==> src/sv/cfd_pkg.sv <==
// Shared types and constants for the command frame deframer.
`timescale 1ns / 1ps

package cfd_pkg;

  localparam int unsigned MaxPayloadDflt = 256;

  typedef enum logic [2:0] {
    PH_HUNT,
    PH_LEN_LO,
    PH_LEN_HI,
    PH_BODY,
    PH_CHECK
  } phase_e;

  typedef enum logic [1:0] {
    KIND_HEADER  = 2'd0,
    KIND_PAYLOAD = 2'd1,
    KIND_END     = 2'd2
  } kind_e;

  typedef enum logic [1:0] {
    STAT_GOOD   = 2'd0,
    STAT_CSUM   = 2'd1,
    STAT_LENGTH = 2'd2
  } status_e;

  // Body positions of the header bytes
  localparam logic [15:0] HEADER_BYTES = 16'd15;
  localparam logic [15:0] POS_NET_LO   = 16'd9;
  localparam logic [15:0] POS_NET_HI   = 16'd10;
  localparam logic [15:0] POS_TGT_LO   = 16'd11;
  localparam logic [15:0] POS_TGT_HI   = 16'd12;
  localparam logic [15:0] POS_ID_TYPE  = 16'd13;
  localparam logic [15:0] POS_PORT     = 16'd14;

  // Header field numbers for the assembled fields
  localparam logic [3:0] FIELD_NET_ID  = 4'd9;
  localparam logic [3:0] FIELD_TGT_ID  = 4'd10;
  localparam logic [3:0] FIELD_ID_TYPE = 4'd11;
  localparam logic [3:0] FIELD_PORT    = 4'd12;

  // Configuration register indexes
  localparam logic REG_START_MARKER = 1'b0;

endpackage

==> src/sv/command_frame_deframer.sv <==
// Byte-stream frame parser: start byte, 16-bit length, header, payload, XOR check.
`timescale 1ns / 1ps

// Channel   Direction  Handshake                Payload
// -------   ---------  -----------------------  --------------------------------------
// in        input      in_valid_i / in_ready_o  rx_byte_i
// out       output     out_valid_o/out_ready_i  item_kind_o .. frame_last_o (7 fields)
// cfg       APB        psel/penable/pwrite      paddr, pwdata, prdata (start marker)
//
// One word is taken per cycle while the result register is free; each word yields
// at most one result word, from the result register loaded at the accept edge.
// The parse state and the result register are the only pipeline: the next
// word is taken whenever the result register is empty or drains this cycle.
// Reset clears the parse state to hunting and empties the result register.
// A stall on the output holds the result word and holds off input.
module command_frame_deframer #(
  parameter int unsigned MAX_PAYLOAD = cfd_pkg::MaxPayloadDflt,
  localparam int unsigned CntW = $clog2(MAX_PAYLOAD + 1)
) (
  input  logic            clk_i,
  input  logic            rst_ni,
  // byte input
  input  logic            in_valid_i,
  output logic            in_ready_o,
  input  logic [7:0]      rx_byte_i,
  // result output
  output logic            out_valid_o,
  input  logic            out_ready_i,
  output logic [1:0]      item_kind_o,
  output logic [3:0]      field_select_o,
  output logic [15:0]     field_value_o,
  output logic [7:0]      payload_index_o,
  output logic [1:0]      frame_status_o,
  output logic [CntW-1:0] payload_count_o,
  output logic            frame_last_o,
  // configuration
  input  logic            psel,
  input  logic            penable,
  input  logic            pwrite,
  input  logic [2:0]      paddr,
  input  logic [31:0]     pwdata,
  output logic [31:0]     prdata,
  output logic            pready
);
  import cfd_pkg::*;

  localparam logic [CntW-1:0] MaxCnt = CntW'(MAX_PAYLOAD);

  // Parse state
  phase_e          phase_q, phase_d;
  logic [15:0]     body_len_q, body_len_d;
  logic [15:0]     body_pos_q, body_pos_d;
  logic [7:0]      xor_q, xor_d;
  logic [7:0]      low_hold_q, low_hold_d;
  logic [CntW-1:0] emitted_q, emitted_d;
  logic [7:0]      marker_q;

  // Result word built from the current byte
  logic            res_valid;
  kind_e           res_kind;
  logic [3:0]      res_sel;
  logic [15:0]     res_value;
  logic [7:0]      res_index;
  status_e         res_status;
  logic [CntW-1:0] res_count;
  logic            res_last;

  // Result register
  logic            out_valid_q;
  logic [1:0]      kind_q;
  logic [3:0]      sel_q;
  logic [15:0]     value_q;
  logic [7:0]      index_q;
  logic [1:0]      status_q;
  logic [CntW-1:0] count_q;
  logic            last_q;

  logic in_acc;
  logic [15:0] pos_next;
  logic [15:0] pay_pos;
  logic cfg_wr;

  // Take a word whenever the result register is free by the next edge.
  assign in_ready_o = !out_valid_q || out_ready_i;
  assign in_acc     = in_valid_i && in_ready_o;
  assign pos_next   = body_pos_q + 16'd1;
  assign pay_pos    = body_pos_q - HEADER_BYTES;

  always_comb begin
    phase_d    = phase_q;
    body_len_d = body_len_q;
    body_pos_d = body_pos_q;
    xor_d      = xor_q;
    low_hold_d = low_hold_q;
    emitted_d  = emitted_q;
    res_valid  = 1'b0;
    res_kind   = KIND_HEADER;
    res_sel    = 4'd0;
    res_value  = 16'd0;
    res_index  = 8'd0;
    res_status = STAT_GOOD;
    res_count  = '0;
    res_last   = 1'b0;
    case (phase_q)
      PH_HUNT: begin
        // Drop everything up to the start marker, then clear the frame state.
        if (rx_byte_i == marker_q) begin
          phase_d    = PH_LEN_LO;
          body_len_d = 16'd0;
          body_pos_d = 16'd0;
          xor_d      = 8'd0;
          low_hold_d = 8'd0;
          emitted_d  = '0;
        end
      end
      PH_LEN_LO: begin
        body_len_d = {8'd0, rx_byte_i};
        phase_d    = PH_LEN_HI;
      end
      PH_LEN_HI: begin
        body_len_d = {rx_byte_i, body_len_q[7:0]};
        if ({rx_byte_i, body_len_q[7:0]} < HEADER_BYTES) begin
          // Too short to hold a header: close the frame at once.
          phase_d    = PH_HUNT;
          res_valid  = 1'b1;
          res_kind   = KIND_END;
          res_status = STAT_LENGTH;
          res_last   = 1'b1;
        end else begin
          body_pos_d = 16'd0;
          phase_d    = PH_BODY;
        end
      end
      PH_BODY: begin
        xor_d = xor_q ^ rx_byte_i;
        if (body_pos_q < POS_NET_LO) begin
          res_valid = 1'b1;
          res_sel   = body_pos_q[3:0];
          res_value = {8'd0, rx_byte_i};
        end else if (body_pos_q == POS_NET_LO || body_pos_q == POS_TGT_LO) begin
          // Low half of a 16-bit field: hold it for the high byte.
          low_hold_d = rx_byte_i;
        end else if (body_pos_q == POS_NET_HI || body_pos_q == POS_TGT_HI) begin
          res_valid = 1'b1;
          res_sel   = (body_pos_q == POS_NET_HI) ? FIELD_NET_ID : FIELD_TGT_ID;
          res_value = {rx_byte_i, low_hold_q};
        end else if (body_pos_q == POS_ID_TYPE || body_pos_q == POS_PORT) begin
          res_valid = 1'b1;
          res_sel   = (body_pos_q == POS_ID_TYPE) ? FIELD_ID_TYPE : FIELD_PORT;
          res_value = {8'd0, rx_byte_i};
        end else if (emitted_q < MaxCnt) begin
          res_valid = 1'b1;
          res_kind  = KIND_PAYLOAD;
          res_value = {8'd0, rx_byte_i};
          res_index = pay_pos[7:0];
          emitted_d = emitted_q + 1'b1;
        end
        // Bytes past the payload limit only feed the checksum.
        body_pos_d = pos_next;
        if (pos_next >= body_len_q) begin
          phase_d = PH_CHECK;
        end
      end
      PH_CHECK: begin
        phase_d    = PH_HUNT;
        res_valid  = 1'b1;
        res_kind   = KIND_END;
        res_status = (rx_byte_i == xor_q) ? STAT_GOOD : STAT_CSUM;
        res_count  = emitted_q;
        res_last   = 1'b1;
      end
      default: begin
        phase_d = PH_HUNT;
      end
    endcase
  end

  // Advance the parse state on each accepted word.
  always_ff @(posedge clk_i or negedge rst_ni) begin
    if (!rst_ni) begin
      phase_q    <= PH_HUNT;
      body_len_q <= 16'd0;
      body_pos_q <= 16'd0;
      xor_q      <= 8'd0;
      low_hold_q <= 8'd0;
      emitted_q  <= '0;
    end else if (in_acc) begin
      phase_q    <= phase_d;
      body_len_q <= body_len_d;
      body_pos_q <= body_pos_d;
      xor_q      <= xor_d;
      low_hold_q <= low_hold_d;
      emitted_q  <= emitted_d;
    end
  end

  // Result register: load on accept, drop once taken.
  always_ff @(posedge clk_i or negedge rst_ni) begin
    if (!rst_ni) begin
      out_valid_q <= 1'b0;
    end else if (in_ready_o) begin
      out_valid_q <= in_acc && res_valid;
    end
  end

  always_ff @(posedge clk_i) begin
    if (in_acc && res_valid) begin
      kind_q   <= res_kind;
      sel_q    <= res_sel;
      value_q  <= res_value;
      index_q  <= res_index;
      status_q <= res_status;
      count_q  <= res_count;
      last_q   <= res_last;
    end
  end

  assign out_valid_o     = out_valid_q;
  assign item_kind_o     = kind_q;
  assign field_select_o  = sel_q;
  assign field_value_o   = value_q;
  assign payload_index_o = index_q;
  assign frame_status_o  = status_q;
  assign payload_count_o = count_q;
  assign frame_last_o    = last_q;

  // Configuration: one register, the start marker, at word 0.
  assign cfg_wr = psel && penable && pwrite && pready && (paddr[2] == REG_START_MARKER);

  always_ff @(posedge clk_i or negedge rst_ni) begin
    if (!rst_ni) begin
      marker_q <= 8'd0;
    end else if (cfg_wr) begin
      marker_q <= pwdata[7:0];
    end
  end

  assign pready = 1'b1;
  assign prdata = (paddr[2] == REG_START_MARKER) ? {24'd0, marker_q} : 32'd0;

endmodule

==> config.mk <==
export PLATFORM = sky130hd
export DESIGN_NAME = command_frame_deframer
export DESIGN_NICKNAME = d
export VERILOG_FILES = /design/src/sv/cfd_pkg.sv /design/src/sv/command_frame_deframer.sv
export SDC_FILE = /design/constraint.sdc
export NUM_CORES = 1
export LEC_CHECK = 0
export CAP_MARGIN = 5
export CORE_MARGIN = 4
export CORE_UTILIZATION = 47
export DETAILED_ROUTE_END_ITERATION = 10
export DONT_BUFFER_PORTS = 1
export PLACE_DENSITY = 0.62
export SLEW_MARGIN = 40
export SYNTH_ARGS = -nofsm -noshare
export SYNTH_HDL_FRONTEND = slang
export SYNTH_SLANG_ARGS = --single-unit
==> constraint.sdc <==
create_clock -name clk_i -period 5.93 [get_ports clk_i]
set_input_delay 0 -clock clk_i [delete_from_list [all_inputs] [get_ports clk_i]]
set_output_delay 0 -clock clk_i [all_outputs]
set_load 0.01 [all_outputs]
==> flow_metrics.tcl, run 1 <==
set metrics [dict create \
    synth-seq-cells 111 \
    port-buffer-count 0 \
    path_clk_slew_ns 0.07 \
    period_share_pct 55.18 \
    ctsResizeCount 0 \
    critical_path.most_common_cell "ha_1" \
    final.min_clock_period_ns 3.272 \
    dr.pass1.iters 5 \
    drt_iter0_drc 343 \
    critical_path_peak_fanout 10 \
    ant_nets 0 \
    ir_drop_mv 0.1786 \
    fin_ws_ns 2.658 \
    wirelength_mm 13.98 \
    grt_max_degree 70 \
    synth-seq-area-share_pct 47.97 \
    tns_ns 0 \
    die_x_um 123.1 \
    fillCellCount 1122 \
    syn_avg_cell_area_um2 10.08 \
    overflow 0 \
    cp_num_cells 10 \
    post_drt_wl_per_cell_um 17.70 \
    fin_skew_ns 0.009010 \
    clock_latency_ns 0.35 \
    cp_num_buf_inv 0 \
    status "completed" \
    cp-start-kind "flip-flop" \
    antenna_found_initial 0 \
    hold-path-endpoint "prdata[5]" \
    rrSetupSlack_ns 2.66 \
    cp_slowest_stage_delay_ns 0.55 \
    areaGrowthSynthToFinish_pct 7.533 \
    maxCapViolations 0 \
    nets 684 \
    initial_core_util_pct 48.76 \
    ys.flop_type "dfrtp_1" \
    r2r_end "phase_q[2]$_DFFE_PN0P_" \
    reg2regPathDepth 10 \
    setup_violations 0 \
    rsz0062_at_grt "false" \
    core_area_um2 12770 \
    drc 0 \
    cpMaxStageDelayCell "dfrtp_1" \
    max-slew-margin-rel_pct 48.18 \
    p_per_area_nw_per_um2 401.1 \
    place_hpwl_mm 9.573 \
    rr_startpoint "body_pos_q[0]$_DFFE_PN0P_" \
    boundaryPins 127 \
    worst_pin_slew_ns 0.7740 \
    hold_depth 1 \
    critPathTopFamily "simple AND/OR/NAND/NOR gates" \
    synth-edff-count 42 \
    cts_max_level 3 \
    clkSinkCount 111 \
    worstPathArrival_ns 3.51 \
    clockRootBuffer "clkbuf_16" \
    yosysWarnings 0 \
    hold_start "paddr[2]" \
    holdCritPathClass "input port to output pin" \
    cp_cell_sequence "ha_1, nand3_1, nor4_1, xnor2_1, ha_1, a21oi_1, nor2b_1, o31ai_1, a211oi_2, mux2_1" \
    cts_tree "done" \
    cts-buffers-inserted 9 \
    postSynthCellCount 618 \
    slew_viol_final 0 \
    synth.distinct_cells 66 \
    num_rows 41 \
    die_area_um2 15160 \
    critPathRequiredTime_ns 6.16 \
    grt_usage_pct 19.15 \
    pre_cts_ws_ns 2.694 \
    async_reset_ff_share_pct 62.16 \
    grt_pass1_wl_mm 22.54 \
    fmax_mhz 305.6 \
    end_kind "flip-flop" \
    crit_type "flip-flop to flip-flop" \
    grt_pass1_vias 4423 \
    num_antenna_cells 0 \
    drive_gt1_share_pct 7.120 \
    place_congestion 0.8431 \
    syn_area_um2 6228 \
    die_height_um 123.1 \
    vias 4428 \
    p_leak_nw 2.736 \
    vias_per_cell 5.605 \
    hold_viol 0 \
    clk_path_buf_depth 2 \
]
## worst max path at each step
| stage | end | from |
|---|---|---|
| CTS | phase_q[2]$_DFFE_PN0P_ | body_pos_q[0]$_DFFE_PN0P_ |
| floorplan | field_select_o[0]$_SDFFCE_PN0P_ | body_pos_q[7]$_DFFE_PN0P_ |
| global placement | phase_q[2]$_DFFE_PN0P_ | body_pos_q[0]$_DFFE_PN0P_ |
| detailed placement | phase_q[2]$_DFFE_PN0P_ | body_pos_q[0]$_DFFE_PN0P_ |
| global route | phase_q[2]$_DFFE_PN0P_ | body_pos_q[0]$_DFFE_PN0P_ |
| finish | phase_q[2]$_DFFE_PN0P_ | body_pos_q[0]$_DFFE_PN0P_ |
## worst register-to-register path, delay by kind of cell, from the launching register on
family	cells	cell delay (ns)
adder cells (fa/ha/maj)	2	0.73
AO/OA/AOI/OAI	3	0.53
XOR/XNOR	1	0.14
multiplexers	1	0.35
AND/OR/NAND/NOR	3	0.86
flip-flops	1	0.55
## cell type report
cell class                 count  area, um2  area share, %
sequential                   111       2988          44.61
multi-input combinational    423       2806          41.90
timing repair buffer          22      255.2          3.811
clock buffer                  12      236.5          3.531
tap                          172      215.2          3.213
inverter                      46      172.7          2.578
clock inverter                 4      23.77         0.3549
## sequential cells by signal, indices dropped and copies added (netlist names)
signal / cells
phase_q: 3
out_valid_o: 1
frame_last_o: 1
field_select_o: 4
body_len_q: 16
xor_q: 8
field_value_o: 16
low_hold_q: 8
emitted_q: 9
body_pos_q: 16
item_kind_o: 2
marker_q: 8
payload_index_o: 8
payload_count_o: 9
frame_status_o: 2
## kinds of logic (layout without fill, tap and decap cells)
group,after synthesis,count (layout),share of synthesized area [%]
DFF,111,111,47.97
AOI/OAI and AO/OA,121,121,13.12
buffers and inverters,107,84,9.040
and+or+nand+nor,196,196,16.35
xor gates and xnor gates,32,32,4.500
adders and majority gates,21,21,4.219
other,2,25,0.1206
muxes,28,28,4.681
## timing repair
| item | in CTS | in global routing |
|---|---|---|
| endpoints found under the hold margin | 125 | 0 |
| hold buffers | 18 | 0 |
| setup buffers | 0 | 0 |
## cells in the final DEF, fill, tap and decap left out, drive strengths merged, types with 14 or more instances in the layout
cell and n:
edfxtp 42, mux2i 19, nand2 54, conb 25, nor2 44, dfrtp 69, nand3 14, and2 18
o21ai 32, xor2 22, dlygate4sd3 17, inv 46, ha 21, a21oi 26
## per-stage QoR
step | total power, mW | cells | area, um2 | util [%] | hold slack (ns)
global placement | 2.034 | 752 | 6147 | 48.12 | -0.2939
detailed placement | 2.124 | 756 | 6237 | 48.83 | -0.2944
global route | 2.868 | 790 | 6698 | 52.43 | 0.05100
finish | 2.687 | 790 | 6698 | 52.43 | 0.04999
floorplan | 1.902 | 641 | 6315 | - | -0.2956
CTS | 2.705 | 790 | 6695 | 52.41 | 0.05063
## synth_stat cells, types with 4 or more instances
cell / number / area (um2)
nor4_1: 7 / 43.79
and2_1: 18 / 112.6
o31ai_1: 10 / 75.07
edfxtp_1: 42 / 1261
mux2_2: 8 / 90.09
and3_1: 10 / 62.56
xnor2_1: 10 / 87.58
buf_2: 21 / 105.1
a22o_1: 8 / 70.07
nand2_1: 54 / 202.7
o21ai_0: 15 / 75.07
nand3_1: 13 / 65.06
inv_1: 46 / 172.7
nand2b_1: 4 / 25.02
nand4_1: 11 / 68.82
a31oi_1: 8 / 50.05
clkbuf_1: 7 / 26.28
buf_6: 4 / 45.04
buf_4: 28 / 210.2
o41ai_1: 8 / 70.07
a21oi_1: 24 / 120.1
o21ai_1: 17 / 85.08
nor3_1: 8 / 40.04
mux2i_1: 19 / 190.2
nor2_1: 43 / 161.4
nor2b_1: 11 / 68.82
dfrtp_1: 69 / 1727
xor2_1: 22 / 192.7
ha_1: 21 / 262.8
## metal layers
metal | share of wire, % | GRT usage, % | vias up | routed length (um)
met1 | 42 | 23.21 | 2172 | 5918
met4 | 1.6 | 8.166 | 0 | 229
met5 | 0 | 0 | - | 0
met3 | 5.2 | 3.751 | 20 | 734
li1 | - | - | 2113 | -
met2 | 51 | 33.28 | 123 | 7100
## power by group
group | switching [mW] | internal (mW) | total [mW]
Sequential | 0.190 | 1.03 | 1.22
Combinational | 0.574 | 0.345 | 0.919
Clock | 0.264 | 0.284 | 0.549
(Power assumes the default switching activity.)
==> inputs of run 2 (changes only) <==
clock period = 3.3 ns   (was 5.93 ns; I/O delays follow)
==> run 2 against run 1 <==
  * Fmax up 6.9%
  * Total power up 83%
  * Cell count up 1.4%
  * Routed wire length down 0.67%
==> flow_metrics.tcl, run 2 (synthesis results as in run 1) <==
set metrics [dict create \
    nets 695 \
    ir_drop_mv 0.2579 \
    vias_per_cell 5.582 \
    clkSinkCount 111 \
    post_drt_wl_per_cell_um 17.34 \
    areaGrowthSynthToFinish_pct 8.698 \
    crit_path_end "phase_q[2]$_DFFE_PN0P_" \
    num_rows 41 \
    setup.worst_path.start "body_pos_q[3]$_DFFE_PN0P_" \
    drt_iter0_drc 327 \
    finalNonFillerCells 801 \
    drive_gt1_share_pct 8.108 \
    fin_skew_ns 0.01033 \
    layout_common_cells "dfrtp_1 (69), nand2_1 (54), inv_1 (46), nor2_1 (42), edfxtp_1 (42)" \
    cp-start-kind "flip-flop" \
    core_area_um2 12770 \
    die_area_um2 15160 \
    ant_nets 0 \
    post_cts_buffers 0 \
    worst_pin_slew_ns 0.7018 \
    period_share_pct 92.80 \
    r2r_end "phase_q[2]$_DFFE_PN0P_" \
    wirelength_mm 13.89 \
    initial_core_util_pct 48.76 \
    cts-buffers-inserted 9 \
    overflow 0 \
    grt_pass1_vias 4129 \
    cts_tree "done" \
    setup_violations 0 \
    rr_startpoint "body_pos_q[3]$_DFFE_PN0P_" \
    final_common_cell "dfrtp_1" \
    die_x_um 123.1 \
    fmax_mhz 326.5 \
    die_height_um 123.1 \
    clock_latency_ns 0.35 \
    hold_viol 0 \
    slew_viol_final 0 \
    port-buffer-count 0 \
    tns_ns 0 \
    final.min_clock_period_ns 3.062 \
    grt_pass1_wl_mm 21.78 \
    place_hpwl_mm 9.413 \
    critPathRequiredTime_ns 3.53 \
    placedCellCount 766 \
    cts_max_level 3 \
    p_per_area_nw_per_um2 726.0 \
    rsz0062_at_grt "false" \
    vias 4471 \
    dr.pass1.iters 5 \
    clk_path_buf_depth 2 \
    maxCapViolations 0 \
    num_antenna_cells 0 \
    grt_usage_pct 18.49 \
    worstPathArrival_ns 3.30 \
    place_congestion 0.8070 \
    clockRootBuffer "clkbuf_16" \
    drc 0 \
    antenna_found_initial 0 \
    reg2regPathDepth 10 \
    holdCritPathClass "input port to output pin" \
    path_clk_slew_ns 0.07 \
    status "completed" \
    critical_path_peak_fanout 12 \
    p_leak_nw 2.791 \
    grt_max_degree 70 \
    end_kind "flip-flop" \
    max-slew-margin-rel_pct 52.85 \
    boundaryPins 127 \
    rrSetupSlack_ns 0.24 \
    crit_type "flip-flop to flip-flop" \
]
## run 2: power by group
group / switching [mW] / internal (mW)
logic: 1.04 / 0.629
clock network: 0.489 / 0.588
registers: 0.320 / 1.85
total: 1.85 / 3.07
## run 2: metrics by stage
stage,hold slack (ns),setup slack [ns],instance area [um2],util (%),power (mW)
after floorplan,-0.2956,0.3661,6317,-,3.417
after global placement,-0.2932,0.3458,6265,49.05,3.723
after detailed placement,-0.2935,0.2790,6267,49.06,3.796
after CTS,0.05055,0.2572,6763,52.94,4.924
after global routing,0.05124,0.06560,6770,53.00,5.234
final,0.04899,0.2376,6770,53.00,4.915
## run 2: how the worst min path moves through the flow
stage          startpoint                        end  slack [ns]  cells past startpoint
6_report         paddr[2]                  prdata[6]        0.05                      1
4_1_cts          paddr[2]                  prdata[6]        0.05                      1
5_1_grt          paddr[2]                  prdata[6]        0.05                      1
3_3_place_gp       rst_ni    marker_q[4]$_DFFE_PN0P_       -0.29                      0
3_5_place_dp       rst_ni    marker_q[3]$_DFFE_PN0P_       -0.29                      0
2_1_floorplan      rst_ni  body_len_q[0]$_DFFE_PN0P_       -0.30                      0
## run 2: final cells by class
cell class / count / area (um2)
flip-flops and latches: 111 / 2988
fillers: 1130 / 6003
inverters: 46 / 172.7
clock buffers: 10 / 229.0
repair buffers: 33 / 325.3
clock inverters: 6 / 58.81
well taps: 172 / 215.2
multi-input cells: 423 / 2781
## run 2: what timing repair did
action | 4_1_cts | 5_1_grt
hold buffers | 19 | 0
resized for setup | 0 | 0
endpoints found under the setup margin | 0 | 0
endpoints found under the hold margin | 126 | 0
## run 2: critical path, cell delays in order (launching register included)
cell	delay, ns
dfrtp_1	0.56
nand4_1	0.23
or3_1	0.49
nor2_1	0.22
xor2_1	0.09
ha_1	0.32
nand4_1	0.13
a21oi_1	0.15
o31ai_1	0.09
a211oi_2	0.31
mux2_1	0.35
## run 2: per-layer routing
metal / part of all wire, % / wire length [um] / vias to the layer above / track usage [%]
met5: 0 / 0 / - / 0
met2: 49 / 6786 / 149 / 31.77
met1: 44 / 6117 / 2180 / 24.02
li1: - / - / 2125 / -
met3: 5.8 / 811 / 17 / 3.111
met4: 1.3 / 175 / 0 / 5.606
==> inputs of run 3 (changes only) <==
MAX_ROUTING_LAYER = met4   (was not set)
==> run 3 against run 2 <==
  * Final area is the same
  * Clock-buffer cell count unchanged
  * Global-route usage is 0.59 points higher
  * Clock skew is essentially flat
  * Register-to-register slack about the same
  * Utilization did not move
  * Sequential share of layout area is the same
  * Die area did not move
  * Via count about the same
  * First-iteration DRC count grew 2.1%
  * Combinational power about the same
  * Critical path type unchanged
  * Largest power group unchanged
==> flow_metrics.tcl, run 3 (synthesis results as in run 1) <==
set metrics [dict create \
    wirelength_mm 13.86 \
    critPathRequiredTime_ns 3.53 \
    die_height_um 123.1 \
    max-slew-margin-rel_pct 52.56 \
    cts_tree "done" \
    hold_depth 1 \
    critical_path.most_common_cell "nand4_1" \
    clock_latency_ns 0.35 \
    final_common_cell "dfrtp_1" \
    setup_violations 0 \
    vias 4474 \
    drt_iter0_drc 334 \
    drive_gt1_share_pct 8.108 \
    grt_pass1_wl_mm 21.82 \
    layout_common_cells "dfrtp_1 (69), nand2_1 (54), inv_1 (46), nor2_1 (42), edfxtp_1 (42)" \
    ant_nets 0 \
    vias_per_cell 5.586 \
    initial_core_util_pct 48.76 \
    place_congestion 0.8188 \
    overflow 0 \
    final_area_um2 6770 \
    post_dp_cell_area_um2 6267 \
    worst_pin_slew_ns 0.7061 \
    path_clk_slew_ns 0.07 \
    p_leak_nw 2.791 \
    num_antenna_cells 0 \
    clockRootBuffer "clkbuf_16" \
    drc 0 \
    fin_ws_ns 0.2251 \
    maxCapViolations 0 \
    ir_drop_mv 0.2577 \
    period_share_pct 93.18 \
    end_kind "flip-flop" \
    clkSinkCount 111 \
    slew_viol_final 0 \
    port-buffer-count 0 \
    critPathTopFamily "simple AND/OR/NAND/NOR gates" \
    post_drt_wl_per_cell_um 17.31 \
    fmax_mhz 325.2 \
    cts-buffers-inserted 9 \
    critical_path_peak_fanout 12 \
    grt_pass1_vias 4124 \
    clk_path_buf_depth 2 \
    antenna_found_initial 0 \
    final_core_util_pct 53.00 \
    status "completed" \
    placedCellCount 766 \
    worstPathArrival_ns 3.31 \
    tns_ns 0 \
    grt_usage_pct 19.08 \
    cp-start-kind "flip-flop" \
    hold-path-endpoint "prdata[6]" \
    r2r_end "phase_q[2]$_DFFE_PN0P_" \
    pre_cts_ws_ns 0.2790 \
    die_x_um 123.1 \
    die_area_um2 15160 \
    rrSetupSlack_ns 0.23 \
    cp_slowest_stage_delay_ns 0.58 \
    place_hpwl_mm 9.413 \
    p_per_area_nw_per_um2 724.6 \
    holdCritPathClass "input port to output pin" \
    cpMaxStageDelayCell "dfrtp_1" \
    fin_skew_ns 0.01058 \
    areaGrowthSynthToFinish_pct 8.698 \
    dr.pass1.iters 4 \
    cts_max_level 3 \
    hold_viol 0 \
    nets 695 \
    cp_cell_sequence "nand4_1, or3_1, nor2_1, xor2_1, ha_1, nand4_1, a21oi_1, o31ai_1, a211oi_2, mux2_1" \
    hold_start "paddr[2]" \
    cp_num_buf_inv 0 \
    core_area_um2 12770 \
    finalNonFillerCells 801 \
    rr_startpoint "body_pos_q[3]$_DFFE_PN0P_" \
    boundaryPins 127 \
    rsz0062_at_grt "false" \
    num_rows 41 \
    final.min_clock_period_ns 3.075 \
    crit_type "flip-flop to flip-flop" \
    reg2regPathDepth 10 \
    grt_max_degree 70 \
]
run 3: cell counts in the layout (fill, tap and decap cells not counted):
Identical to the previous run, type by type.
run 3: how the worst max path moves through the flow:
| stage | from | endpoint | slack (ns) | cells past startpoint |
|---|---|---|---|---|
| floorplan | body_pos_q[7]$_DFFE_PN0P_ | field_select_o[0]$_SDFFCE_PN0P_ | 0.37 | 7 |
| global placement | body_pos_q[3]$_DFFE_PN0P_ | phase_q[2]$_DFFE_PN0P_ | 0.35 | 10 |
| detailed placement | body_pos_q[3]$_DFFE_PN0P_ | phase_q[2]$_DFFE_PN0P_ | 0.28 | 10 |
| CTS | body_pos_q[3]$_DFFE_PN0P_ | phase_q[2]$_DFFE_PN0P_ | 0.26 | 10 |
| global route | body_pos_q[3]$_DFFE_PN0P_ | phase_q[2]$_DFFE_PN0P_ | 0.05 | 10 |
| finish | body_pos_q[3]$_DFFE_PN0P_ | phase_q[2]$_DFFE_PN0P_ | 0.23 | 10 |
run 3: area by class of cell:
class / count / area, um2
sequential: 111 / 2988
clock buffer: 10 / 229.0
inverter: 46 / 172.7
tap: 172 / 215.2
timing repair buffer: 33 / 325.3
fill: 1130 / 6003
clock inverter: 6 / 58.81
multi-input combinational: 423 / 2781
run 3: per-stage QoR:
step           total power, mW  hold slack, ns
2_1_floorplan            3.417         -0.2956
3_3_place_gp             3.723         -0.2932
3_5_place_dp             3.796         -0.2935
4_1_cts                  4.924         0.05055
5_1_grt                  5.238         0.05124
6_report                 4.905         0.04899
run 3: what timing repair did:
item                      in CTS  in global routing
gates resized for setup        0                  0
hold buffers                  19                  0
setup buffers                  0                  0
hold endpoints to repair     126                  0
run 3: worst reg2reg max path: stages (launching register included):
cell	delay, ns
dfrtp_1	0.58
nand4_1	0.23
or3_1	0.49
nor2_1	0.22
xor2_1	0.09
ha_1	0.32
nand4_1	0.13
a21oi_1	0.15
o31ai_1	0.10
a211oi_2	0.30
mux2_1	0.35
run 3: layer usage:
metal  up-vias  part of all wire, %  global-route usage (%)
met4         0                  1.5                   5.606
met5         -                    0                       -
met2       139                   49                   31.64
met1      2187                   44                   24.32
li1       2128                    -                       -
met3        20                  5.4                   3.065
run 3: report_power, final:
part	switching [mW]	internal, mW	total [mW]
sequential	0.318	1.85	2.17
clock	0.486	0.587	1.07
combinational	1.03	0.629	1.66
total	1.84	3.07	4.91
